<file path="config.mk">
export PLATFORM = sky130hd
export DESIGN_NAME = ir_rgb_led_mode_controller_core
export DESIGN_NICKNAME = d
export VERILOG_FILES = /design/src/hw/rtl/irled_pkg.sv /design/src/hw/rtl/irled_key_decode.sv /design/src/hw/rtl/irled_state.sv /design/src/hw/rtl/ir_rgb_led_mode_controller_core.sv
export SDC_FILE = /design/constraint.sdc
export NUM_CORES = 1
export LEC_CHECK = 0
export BUFFER_PORTS_ARGS = -buffer_cell sky130_fd_sc_hd__buf_4
export CORE_ASPECT_RATIO = 0.9
export CORE_MARGIN = 2
export CORE_UTILIZATION = 50
export DETAILED_ROUTE_END_ITERATION = 10
export GPL_TIMING_DRIVEN = 0
export PLACE_DENSITY = 0.63
export SYNTH_ARGS = -nofsm -noshare
export SYNTH_HDL_FRONTEND = slang
export SYNTH_HIERARCHICAL = 1
export SYNTH_SLANG_ARGS = --single-unit
</file>
<file path="constraint.sdc">
create_clock -name clk -period 12.3 [get_ports clk]
set_clock_uncertainty 0.2 [all_clocks]
set_input_delay 2.46 -clock clk [delete_from_list [all_inputs] [get_ports clk]]
set_output_delay 2.46 -clock clk [all_outputs]
set_load 0.03 [all_outputs]
</file>
<file path="src/hw/rtl/irled_pkg.sv">
// Shared types, key codes and reset constants for the IR RGB LED mode controller.
package irled_pkg;

  // Item kinds on the input channel.
  localparam logic OPER_KEY  = 1'b0;
  localparam logic OPER_TICK = 1'b1;

  // Configuration register indexes.
  localparam int unsigned CFG_IDX_W = 2;
  localparam logic [CFG_IDX_W-1:0] CFG_BRIGHTNESS_STEP   = 2'd0;
  localparam logic [CFG_IDX_W-1:0] CFG_SMOOTH_PERIOD     = 2'd1;
  localparam logic [CFG_IDX_W-1:0] CFG_FLASH_HALF_PERIOD = 2'd2;
  localparam logic [CFG_IDX_W-1:0] CFG_FADE_PERIOD       = 2'd3;

  // Configuration reset values.
  localparam logic [7:0]  RST_BRIGHTNESS_STEP   = 8'd20;
  localparam logic [15:0] RST_SMOOTH_PERIOD     = 16'd6;
  localparam logic [15:0] RST_FLASH_HALF_PERIOD = 16'd501;
  localparam logic [15:0] RST_FADE_PERIOD       = 16'd2;

  localparam logic [15:0] CNT_MAX   = 16'hFFFF;
  localparam logic [7:0]  LEVEL_MAX = 8'd255;

  // Remote key codes.
  localparam logic [15:0] KEY_ON      = 16'h00FF;
  localparam logic [15:0] KEY_OFF     = 16'h807F;
  localparam logic [15:0] KEY_YELLOW  = 16'h40BF;
  localparam logic [15:0] KEY_BLUE    = 16'h20DF;
  localparam logic [15:0] KEY_PINK    = 16'hA05F;
  localparam logic [15:0] KEY_LILAC   = 16'h609F;
  localparam logic [15:0] KEY_TEAL    = 16'h10EF;
  localparam logic [15:0] KEY_ORANGE  = 16'h906F;
  localparam logic [15:0] KEY_MAGENTA = 16'h50AF;
  localparam logic [15:0] KEY_CYAN    = 16'h30CF;
  localparam logic [15:0] KEY_AMBER   = 16'hB04F;
  localparam logic [15:0] KEY_PURPLE  = 16'h708F;
  localparam logic [15:0] KEY_MINT    = 16'h08F7;
  localparam logic [15:0] KEY_CORAL   = 16'h8877;
  localparam logic [15:0] KEY_WHITE_W = 16'h48B7;
  localparam logic [15:0] KEY_STROBE  = 16'h28D7;
  localparam logic [15:0] KEY_FADE    = 16'hA857;
  localparam logic [15:0] KEY_SMOOTH  = 16'h6897;
  localparam logic [15:0] KEY_FLASH   = 16'h18E7;
  localparam logic [15:0] KEY_DIM     = 16'h9867;
  localparam logic [15:0] KEY_BRIGHT  = 16'h58A7;

  // Action decoded from one key code.
  typedef enum logic [3:0] {
    KOP_NONE,
    KOP_SET_RGB,
    KOP_OFF,
    KOP_STROBE,
    KOP_FADE,
    KOP_SMOOTH,
    KOP_FLASH,
    KOP_DIM,
    KOP_BRIGHT
  } key_op_t;

  typedef struct packed {
    logic       matched;
    key_op_t    op;
    logic [7:0] red;
    logic [7:0] green;
    logic [7:0] blue;
  } key_cmd_t;

  typedef struct packed {
    logic [7:0]  brightness_step;
    logic [15:0] smooth_period;
    logic [15:0] flash_half_period;
    logic [15:0] fade_period;
  } cfg_t;

  typedef struct packed {
    logic fade;
    logic smooth;
    logic strobe;
    logic flash;
  } mode_t;

  typedef struct packed {
    logic [7:0] red;
    logic [7:0] green;
    logic [7:0] blue;
    logic       code_matched;
    logic       fading_active;
  } result_t;

endpackage

</file>
<file path="src/hw/rtl/irled_key_decode.sv">
// Key code decoder: maps a remote key code to an action and preset color.
module irled_key_decode (
  input  logic [15:0]        key_code,
  output irled_pkg::key_cmd_t cmd
);

  // Table lookup; unknown codes come out unmatched with no action.
  always_comb begin
    cmd = '{matched: 1'b1, op: irled_pkg::KOP_SET_RGB, red: 8'd0, green: 8'd0, blue: 8'd0};
    case (key_code)
      irled_pkg::KEY_ON:      begin cmd.red = 8'd255; cmd.green = 8'd255; cmd.blue = 8'd255; end
      irled_pkg::KEY_OFF:     cmd.op = irled_pkg::KOP_OFF;
      irled_pkg::KEY_YELLOW:  begin cmd.red = 8'd255; cmd.green = 8'd246; cmd.blue = 8'd0; end
      irled_pkg::KEY_BLUE:    begin cmd.red = 8'd0; cmd.green = 8'd0; cmd.blue = 8'd255; end
      irled_pkg::KEY_PINK:    begin cmd.red = 8'd255; cmd.green = 8'd219; cmd.blue = 8'd232; end
      irled_pkg::KEY_LILAC:   begin cmd.red = 8'd209; cmd.green = 8'd117; cmd.blue = 8'd255; end
      irled_pkg::KEY_TEAL:    begin cmd.red = 8'd0; cmd.green = 8'd117; cmd.blue = 8'd175; end
      irled_pkg::KEY_ORANGE:  begin cmd.red = 8'd255; cmd.green = 8'd153; cmd.blue = 8'd0; end
      irled_pkg::KEY_MAGENTA: begin cmd.red = 8'd255; cmd.green = 8'd0; cmd.blue = 8'd255; end
      irled_pkg::KEY_CYAN:    begin cmd.red = 8'd0; cmd.green = 8'd203; cmd.blue = 8'd255; end
      irled_pkg::KEY_AMBER:   begin cmd.red = 8'd255; cmd.green = 8'd110; cmd.blue = 8'd0; end
      irled_pkg::KEY_PURPLE:  begin cmd.red = 8'd116; cmd.green = 8'd37; cmd.blue = 8'd252; end
      irled_pkg::KEY_MINT:    begin cmd.red = 8'd38; cmd.green = 8'd255; cmd.blue = 8'd139; end
      irled_pkg::KEY_CORAL:   begin cmd.red = 8'd255; cmd.green = 8'd58; cmd.blue = 8'd58; end
      irled_pkg::KEY_WHITE_W: cmd.op = irled_pkg::KOP_NONE;
      irled_pkg::KEY_STROBE:  cmd.op = irled_pkg::KOP_STROBE;
      irled_pkg::KEY_FADE:    cmd.op = irled_pkg::KOP_FADE;
      irled_pkg::KEY_SMOOTH:  cmd.op = irled_pkg::KOP_SMOOTH;
      irled_pkg::KEY_FLASH:   cmd.op = irled_pkg::KOP_FLASH;
      irled_pkg::KEY_DIM:     cmd.op = irled_pkg::KOP_DIM;
      irled_pkg::KEY_BRIGHT:  cmd.op = irled_pkg::KOP_BRIGHT;
      default: begin
        cmd.matched = 1'b0;
        cmd.op      = irled_pkg::KOP_NONE;
      end
    endcase
  end

endmodule

</file>
<file path="src/hw/rtl/irled_state.sv">
// Mode and color state with the per-item update and the duty output mux.
module irled_state (
  input  logic                 clk,
  input  logic                 rst_n,
  input  logic                 step_en,
  input  logic                 operation,
  input  irled_pkg::key_cmd_t  cmd,
  input  irled_pkg::cfg_t      cfg,
  output irled_pkg::result_t   res
);

  logic [2:0][7:0]  lvl_r, lvl_nxt;
  logic [2:0]       dir_r, dir_nxt;
  irled_pkg::mode_t mode_r, mode_nxt;
  logic             phase_r, phase_nxt;
  logic [15:0]      smooth_cnt_r, smooth_cnt_nxt;
  logic [15:0]      flash_cnt_r, flash_cnt_nxt;
  logic [15:0]      fade_cnt_r, fade_cnt_nxt;
  logic [15:0]      smooth_inc, flash_inc, fade_inc;
  logic             is_black, matched, show_alt;

  // Saturating tick counters.
  assign smooth_inc = (smooth_cnt_r == irled_pkg::CNT_MAX) ? smooth_cnt_r : smooth_cnt_r + 16'd1;
  assign flash_inc  = (flash_cnt_r == irled_pkg::CNT_MAX) ? flash_cnt_r : flash_cnt_r + 16'd1;
  assign fade_inc   = (fade_cnt_r == irled_pkg::CNT_MAX) ? fade_cnt_r : fade_cnt_r + 16'd1;
  assign is_black   = (lvl_r == '0);

  // Next state for one item: a tick advances the timers, a key applies its action.
  always_comb begin
    logic [8:0] sum;
    lvl_nxt        = lvl_r;
    dir_nxt        = dir_r;
    mode_nxt       = mode_r;
    phase_nxt      = phase_r;
    smooth_cnt_nxt = smooth_cnt_r;
    flash_cnt_nxt  = flash_cnt_r;
    fade_cnt_nxt   = fade_cnt_r;
    matched        = 1'b0;
    sum            = '0;
    if (operation == irled_pkg::OPER_TICK) begin
      // Flash phase toggles every half period.
      if (flash_inc >= cfg.flash_half_period) begin
        flash_cnt_nxt = '0;
        phase_nxt     = ~phase_r;
      end else begin
        flash_cnt_nxt = flash_inc;
      end
      // Triangle step of each channel, paused during fade.
      smooth_cnt_nxt = smooth_inc;
      if (mode_r.smooth && !mode_r.fade && smooth_inc >= cfg.smooth_period) begin
        smooth_cnt_nxt = '0;
        for (int i = 0; i < 3; i++) begin
          if (dir_r[i]) begin
            if (lvl_r[i] == irled_pkg::LEVEL_MAX) dir_nxt[i] = 1'b0;
            else lvl_nxt[i] = lvl_r[i] + 8'd1;
          end else begin
            if (lvl_r[i] == 8'd0) dir_nxt[i] = 1'b1;
            else lvl_nxt[i] = lvl_r[i] - 8'd1;
          end
        end
      end
      // Fade lowers every nonzero channel once per period and ends at black.
      if (mode_r.fade) begin
        if (fade_inc >= cfg.fade_period) begin
          fade_cnt_nxt = '0;
          for (int i = 0; i < 3; i++) begin
            if (lvl_r[i] != 8'd0) lvl_nxt[i] = lvl_r[i] - 8'd1;
          end
        end else begin
          fade_cnt_nxt = fade_inc;
        end
        if (lvl_nxt == '0) mode_nxt.fade = 1'b0;
      end
    end else if (!mode_r.fade) begin
      matched = cmd.matched;
      case (cmd.op)
        irled_pkg::KOP_SET_RGB: lvl_nxt = {cmd.blue, cmd.green, cmd.red};
        irled_pkg::KOP_OFF: begin
          lvl_nxt         = '0;
          mode_nxt.flash  = 1'b0;
          mode_nxt.smooth = 1'b0;
        end
        irled_pkg::KOP_STROBE: begin
          mode_nxt.flash  = 1'b0;
          mode_nxt.smooth = 1'b0;
          mode_nxt.strobe = 1'b1;
          lvl_nxt         = {8'd255, 8'd0, 8'd0};
        end
        irled_pkg::KOP_FADE: begin
          if (!is_black) begin
            mode_nxt.fade = 1'b1;
            fade_cnt_nxt  = '0;
          end
        end
        irled_pkg::KOP_SMOOTH: begin
          mode_nxt.smooth = ~mode_r.smooth;
          if (!mode_r.smooth && is_black) lvl_nxt = {8'd252, 8'd37, 8'd116};
        end
        irled_pkg::KOP_FLASH: begin
          mode_nxt.strobe = 1'b0;
          mode_nxt.flash  = ~mode_r.flash;
          if (!mode_r.flash && is_black) lvl_nxt = {8'd255, 8'd255, 8'd255};
        end
        irled_pkg::KOP_DIM: begin
          for (int i = 0; i < 3; i++) begin
            lvl_nxt[i] = (lvl_r[i] > cfg.brightness_step) ? lvl_r[i] - cfg.brightness_step
                                                          : 8'd0;
          end
        end
        irled_pkg::KOP_BRIGHT: begin
          for (int i = 0; i < 3; i++) begin
            sum        = {1'b0, lvl_r[i]} + {1'b0, cfg.brightness_step};
            lvl_nxt[i] = sum[8] ? irled_pkg::LEVEL_MAX : sum[7:0];
          end
        end
        default: lvl_nxt = lvl_r;
      endcase
    end
  end

  // Duties follow the updated state; flash blanks and strobe shows red in phase one.
  assign show_alt          = (mode_nxt.flash || mode_nxt.strobe) && phase_nxt;
  assign res.red           = show_alt ? (mode_nxt.strobe ? irled_pkg::LEVEL_MAX : 8'd0)
                                      : lvl_nxt[0];
  assign res.green         = show_alt ? 8'd0 : lvl_nxt[1];
  assign res.blue          = show_alt ? 8'd0 : lvl_nxt[2];
  assign res.code_matched  = matched;
  assign res.fading_active = mode_nxt.fade;

  // State registers.
  always_ff @(posedge clk) begin
    if (!rst_n) begin
      lvl_r        <= '0;
      dir_r        <= 3'b111;
      mode_r       <= '0;
      phase_r      <= 1'b0;
      smooth_cnt_r <= '0;
      flash_cnt_r  <= '0;
      fade_cnt_r   <= '0;
    end else if (step_en) begin
      lvl_r        <= lvl_nxt;
      dir_r        <= dir_nxt;
      mode_r       <= mode_nxt;
      phase_r      <= phase_nxt;
      smooth_cnt_r <= smooth_cnt_nxt;
      flash_cnt_r  <= flash_cnt_nxt;
      fade_cnt_r   <= fade_cnt_nxt;
    end
  end

endmodule

</file>
<file path="src/hw/rtl/ir_rgb_led_mode_controller_core.sv">
// Flow: an accepted item is held in the input register and then registered as a result
// in the result register; the mode state is updated in the same cycle that fills it.
// Throughput: one item per cycle while results are taken; the input register and the
// result register each hold one item.
// Reset: synchronous, active low; clears levels, modes, counters and both valid flags,
// sets all channel directions to rising and loads the register defaults.
module ir_rgb_led_mode_controller_core (
  input  logic                            clk,
  input  logic                            rst_n,
  input  logic                            in_valid,
  output logic                            in_ready,
  input  logic                            in_operation,
  input  logic [15:0]                     in_key_code,
  output logic                            out_valid,
  input  logic                            out_ready,
  output logic [7:0]                      out_red_duty,
  output logic [7:0]                      out_green_duty,
  output logic [7:0]                      out_blue_duty,
  output logic                            out_code_matched,
  output logic                            out_fading_active,
  input  logic                            cfg_valid,
  output logic                            cfg_ready,
  input  logic [irled_pkg::CFG_IDX_W-1:0] cfg_index,
  input  logic [15:0]                     cfg_data
);

  irled_pkg::cfg_t     cfg_r;
  irled_pkg::key_cmd_t cmd;
  irled_pkg::result_t  res;
  irled_pkg::result_t  out_r;
  logic                s1_valid_r;
  logic                s1_op_r;
  logic [15:0]         s1_key_r;
  logic                out_valid_r;
  logic                advance;

  // The held item moves into the result register when that register is free or drains.
  assign advance  = s1_valid_r && (!out_valid_r || out_ready);
  assign in_ready = !s1_valid_r || advance;

  // Input register.
  always_ff @(posedge clk) begin
    if (!rst_n) begin
      s1_valid_r <= 1'b0;
    end else if (in_ready) begin
      s1_valid_r <= in_valid;
    end
    if (in_valid && in_ready) begin
      s1_op_r  <= in_operation;
      s1_key_r <= in_key_code;
    end
  end

  // Configuration registers; writes are always taken.
  assign cfg_ready = 1'b1;

  always_ff @(posedge clk) begin
    if (!rst_n) begin
      cfg_r.brightness_step   <= irled_pkg::RST_BRIGHTNESS_STEP;
      cfg_r.smooth_period     <= irled_pkg::RST_SMOOTH_PERIOD;
      cfg_r.flash_half_period <= irled_pkg::RST_FLASH_HALF_PERIOD;
      cfg_r.fade_period       <= irled_pkg::RST_FADE_PERIOD;
    end else if (cfg_valid) begin
      case (cfg_index)
        irled_pkg::CFG_BRIGHTNESS_STEP:   cfg_r.brightness_step   <= cfg_data[7:0];
        irled_pkg::CFG_SMOOTH_PERIOD:     cfg_r.smooth_period     <= cfg_data;
        irled_pkg::CFG_FLASH_HALF_PERIOD: cfg_r.flash_half_period <= cfg_data;
        irled_pkg::CFG_FADE_PERIOD:       cfg_r.fade_period       <= cfg_data;
        default: cfg_r <= cfg_r;
      endcase
    end
  end

  irled_key_decode u_key_decode (
    .key_code (s1_key_r),
    .cmd      (cmd)
  );

  irled_state u_state (
    .clk       (clk),
    .rst_n     (rst_n),
    .step_en   (advance),
    .operation (s1_op_r),
    .cmd       (cmd),
    .cfg       (cfg_r),
    .res       (res)
  );

  // Result register.
  always_ff @(posedge clk) begin
    if (!rst_n) begin
      out_valid_r <= 1'b0;
    end else if (advance) begin
      out_valid_r <= 1'b1;
    end else if (out_ready) begin
      out_valid_r <= 1'b0;
    end
    if (advance) begin
      out_r <= res;
    end
  end

  assign out_valid         = out_valid_r;
  assign out_red_duty      = out_r.red;
  assign out_green_duty    = out_r.green;
  assign out_blue_duty     = out_r.blue;
  assign out_code_matched  = out_r.code_matched;
  assign out_fading_active = out_r.fading_active;

endmodule

</file>
# After elaboration in Yosys (flattened, before gate mapping)
# Index checks and enable logic that the tools add are counted.
# word_totals
in_bits	40
ff_bits	181
wordCells	198
# op_classes
n_reduce_logical	39
n_addsub	15
bitwise_logic	5
n_mux	67
n_lt_le_gt_ge	6
n_eq_ne	41
# ops
operator	count
$pmux 24 s13	1
$mux 24	9
$mux 16	11
$pmux 24 s7	1
$eq 16x16->1 const B	10
$mux 8	20
$eq 16x15->1 const B	7
$add 16x1->16 const B	3
$eq 16x14->1 const B	3
$ge 16x16->1	3
$logic_not 24->1	2
$eq 16x13->1 const B	2
$pmux 4 s8	1
$add 8x8->9	3
$add 8x1->8 const B	3
$eq 8x8->1 const B	3
$gt 8x8->1	3
$logic_not 8->1	3
$reduce_bool 8->1	3
$sub 8x1->8 const B	3
$sub 8x8->8	3
$reduce_or 21->1	1
$mux 1	19
$eq 16x12->1 const B	1
24 further kinds	55

# Logic depth before layout (Yosys ltp)
# depth
depth_word	13
ltp_mapped	25
ltp_nobuf	20

# Modules after synthesis
# Netlist, hierarchy kept.
# by_module_without_submodules
module	seq_area_each_um2	cells_per_inst	n_inst	area_each_um2
irled_state	1601.5	1557	1	10780.3
ir_rgb_led_mode_controller_core	2452.4	268	1	3598.5
irled_key_decode	0.0	124	1	822.0

# Worst setup path before layout
# No wires, ideal clock.
# synth_timing
kind	input to register
startpoint	in out_ready
endpoint	reg u_state.fade_cnt_r[10]
cell_stages	9
required_ns	12.035
slack_ns	6.527
arrival_ns	5.507
setup_ns	0.065
path_buffers	2
path_cell_list	nor2b_1 nor2b_1 inv_1 a211o_1 clkbuf_1 nor2_1 clkbuf_1 a22oi_1 nor2b_1
# synth_via
elab_chain_cells	3
# synth_lines
item	line	source
start, declared	ir_rgb_led_mode_controller_core.sv:15	input logic out_ready,
$logic_or 1x1->1	ir_rgb_led_mode_controller_core.sv:38	assign advance = s1_valid_r && (!out_valid_r || out_ready);
$logic_and 1x1->1	ir_rgb_led_mode_controller_core.sv:38	
via advance	ir_rgb_led_mode_controller_core.sv:35	logic advance;
$reduce_and 5->1 (no line)	-	
end signal, assigned	irled_state.sv:147	fade_cnt_r <= fade_cnt_nxt;
end, declared	irled_state.sv:18	logic [15:0] fade_cnt_r, fade_cnt_nxt;
# The timed path passes the listed nets, and every way through them passes these cells.
# A chain may end at the register's enable or synchronous reset.

==> flow_summary.yaml <==
clocking:
  post-cts-setup-buffers: 0
  cts_root_buf: "clkbuf_16"
  clk_pin_slew_worst_paths_ns: 0.08
  worstSkewPairLatency_ns: 0.46
  clock_tree.htree_level_count: 4
  cts_sinks: 181
  cts_tree: "built"
  ctsLongestPathBuffers: 2
  cts-hold-fix-buffers: 0
  post_cts.resized_instances: 0
  numCtsBuffers: 17
grt:
  first_global_vias: 13930
  grt_remaining_overflow: 0
  maximum_number_of_pins_on_one_net_before_global_route_repair: 31
  grt_pass1_wl_um: 81700
  initial_antenna_violation_count: 0
  grtUsageTotal_pct: 33.24
die:
  core_region_area_um2: 29880
  die-height_um: 169.4
  floorplan.initialDensity_pct: 50.88
  std_cell_rows: 60
  pin_count: 69
  chipWidth_um: 187.8
  design.die.area_um2: 31810
sta:
  maxClockFrequency_mhz: 137.1
  rsz0062_at_grt: "false"
  worstMarginPinSlew_ns: 1.138
  setup-violations-final: 0
  min_period_over_period_pct: 59.29
  fin_crit_ns: 7.293
  relSlewSlack_pct: 23.64
  hold_violations: 0
  timing_max_transition_violations_final: 0
  fin_setup_tns_ns: 0
layout:
  layout-drive-gt1-share_pct: 8.496
  finish.utilization_pct: 56.37
  regArea_um2: 4054
  area_growth_pct: 10.79
  layout.filler_cells: 2923
  multi_input_comb_area_um2: 10150
  most_frequent_cells_in_the_layout: "nand2_1, dfxtp_1, nor2_1"
  layout.cells.most_common: "nand2_1"
  finalInstanceArea_um2: 16840
  nets: 2186
synth:
  area_share_of_and_or_nand_nor_cells_after_synthesis_pct: 24.78
  synth_compound_area_share_pct: 23.66
  yosys_most_used_dff: "dfxtp_1"
  count_of_yosys_warnings_during_synthesis: 6
  synth_top_family_by_area: "simple AND/OR/NAND/NOR gates"
  asyncSetResetFlopFracSynth_pct: 0
  syn_avg_cell_area_um2: 7.799
  netlist_area_um2: 15200
  yosys.area_share.adder_pct: 9.433
  synth.area.mux_share_pct: 4.725
  syn_inst_count: 1949
  number_of_distinct_library_cells_after_synthesis: 103
  post_synth_edffs: 43
  ys_ff_latch: 181
  synth_xor_xnor_area_share_pct: 4.091
  syn_nets: 2100
  synth_seq_area_share_pct: 26.67
placed_design:
  io_buffers: 66
  gpl.final_weighted_congestion: 0.9906
  place_hpwl_um: 41650
  postPlaceCellArea_um2: 16230
route:
  vias: 15460
  routed_wirelength_um: 53160
  ant_nets: 0
  drc: 0
  avgRoutedWirePerCell_um: 21.68
  drt_first_pass_iters: 6
  via_per_instance_ratio: 6.304
  detail_route.iter0.violations: 1970
outcome:
  run_status: "finished clean"
power:
  vdd.ir_drop.worst_uv: 101.5
  p_leak_nw: 6.627
  pwr_dens_nw_per_um2: 90.19
hold_path:
  worst_hold_path_type: "reg -> reg"
  min_from: "cfg_r[36]"
worst_setup_path:
  critPathMaxFanout: 10
  regToRegStartpoint: "u_state/smooth_cnt_r[3]"
  path_class: "reg -> reg"
  crit_path_start_kind: "flop"
  required_ns: 12.29
  worst_setup_end_kind: "flop"
  arrival_time_of_the_worst_setup_path_ns: 7.28
  timing.critical_path.from: "u_state/smooth_cnt_r[3]"
flow_run:
  timing.max_cap.violations: 0
## power breakdown
group	internal, W	switching, W	leakage [nW]	total (W)
registers	0.000629	0.0000211	1.53	0.000650
clock network	0.000318	0.000271	0.300	0.000590
logic	0.0000999	0.000180	4.80	0.000280
## stage by stage
stage	instances	power (W)	setup slack [ns]	hold WS, ns
5_1_grt	2451	0.001573	4.532	0.2839
3_3_place_gp	2418	0.0009295	4.625	0.2446
6_report	2452	0.001519	5.008	0.2630
3_5_place_dp	2419	0.0009317	5.210	0.2487
2_1_floorplan	1949	0.0008381	6.528	0.2347
4_1_cts	2451	0.001520	5.233	0.2616
## metal layers
metal / vias to the layer above / global-route usage, % / wire length [µm]
met5: - / 0 / 0
met4: 0 / 8.730 / 1177
met3: 100 / 8.209 / 5591
met2: 808 / 48.04 / 21860
met1: 7312 / 48.97 / 24540
li1: 7238 / - / -
## cell usage after synthesis (all sizes together), types with 50 or more instances
cell	number	area, µm²
ha	105	1314
nor3	59	300.3
nor2	136	510.5
o21ai	147	739.5
mux2i	65	650.6
inv	110	412.9
xnor2	50	437.9
clkbuf	103	386.6
nand2	198	743.2
nor2b	74	468.0
a21oi	116	584.3
nand3	74	382.9
dfxtp	138	2763
## flip-flops by register name (all words and copies together), names as in the netlist
register              cells
out_green_duty            8
out_blue_duty             8
s1_valid_r                1
u_state/smooth_cnt_r     16
u_state/phase_r           1
out_valid                 1
u_state/dir_r             3
out_red_duty              8
u_state/flash_cnt_r      16
out_fading_active         1
s1_key_r                 16
u_state/fade_cnt_r       16
out_code_matched          1
u_state/lvl_r            24
cfg_r                    56
s1_op_r                   1
u_state/mode_r            4
## cell families (layout without fill, tap and decap cells)
| family | after synthesis | after routing |
|---|---|---|
| buf+inv | 245 | 344 |
| flops | 181 | 181 |
| simple gates | 725 | 725 |
| fa+ha+maj | 111 | 111 |
| other cells | 1 | 2 |
| mux | 70 | 70 |
| compound gates | 545 | 545 |
| xor+xnor | 71 | 71 |
## path summary, 6_finish.rpt
kind | end | slack, ns | depth (start not counted)
setup reg to reg | out_red_duty[3] | 5.01 | 24
hold reg to reg | cfg_r[36] | 0.26 | 2
setup / recovery | out_red_duty[3] | 5.01 | 24
hold / removal | cfg_r[36] | 0.26 | 2
## area by class of cell
cell class	count	share of cell area, %
repair buffers	67	3.061
clock inverters	13	0.9064
clock buffers	19	2.697
multi-input cells	1523	60.28
inverters	111	2.474
well taps	403	2.994
flip-flops and latches	181	24.07
diodes	1	0.01486
plain buffers	134	3.499
## worst max-delay path, cell delays in order, from the launching register on
cell and delay (ns):
dfxtp_1 0.47, and4_1 0.31, nand4_1 0.14, nor3_1 0.42, nand4_1 0.21, or2_1 0.24, clkbuf_1 0.22, and4_1 0.26
clkbuf_1 0.17, nand3_1 0.13, xnor2_1 0.15, ha_1 0.29, a21o_1 0.19, a221oi_1 0.22, o21ai_1 0.20, a31oi_1 0.36
clkbuf_1 0.52, clkbuf_1 0.52, buf_1 0.61, nand2_1 0.14, o21ai_0 0.12, o311ai_0 0.28, o21ai_0 0.19, inv_1 0.07
o21ai_0 0.38
(Power assumes the default switching activity.)
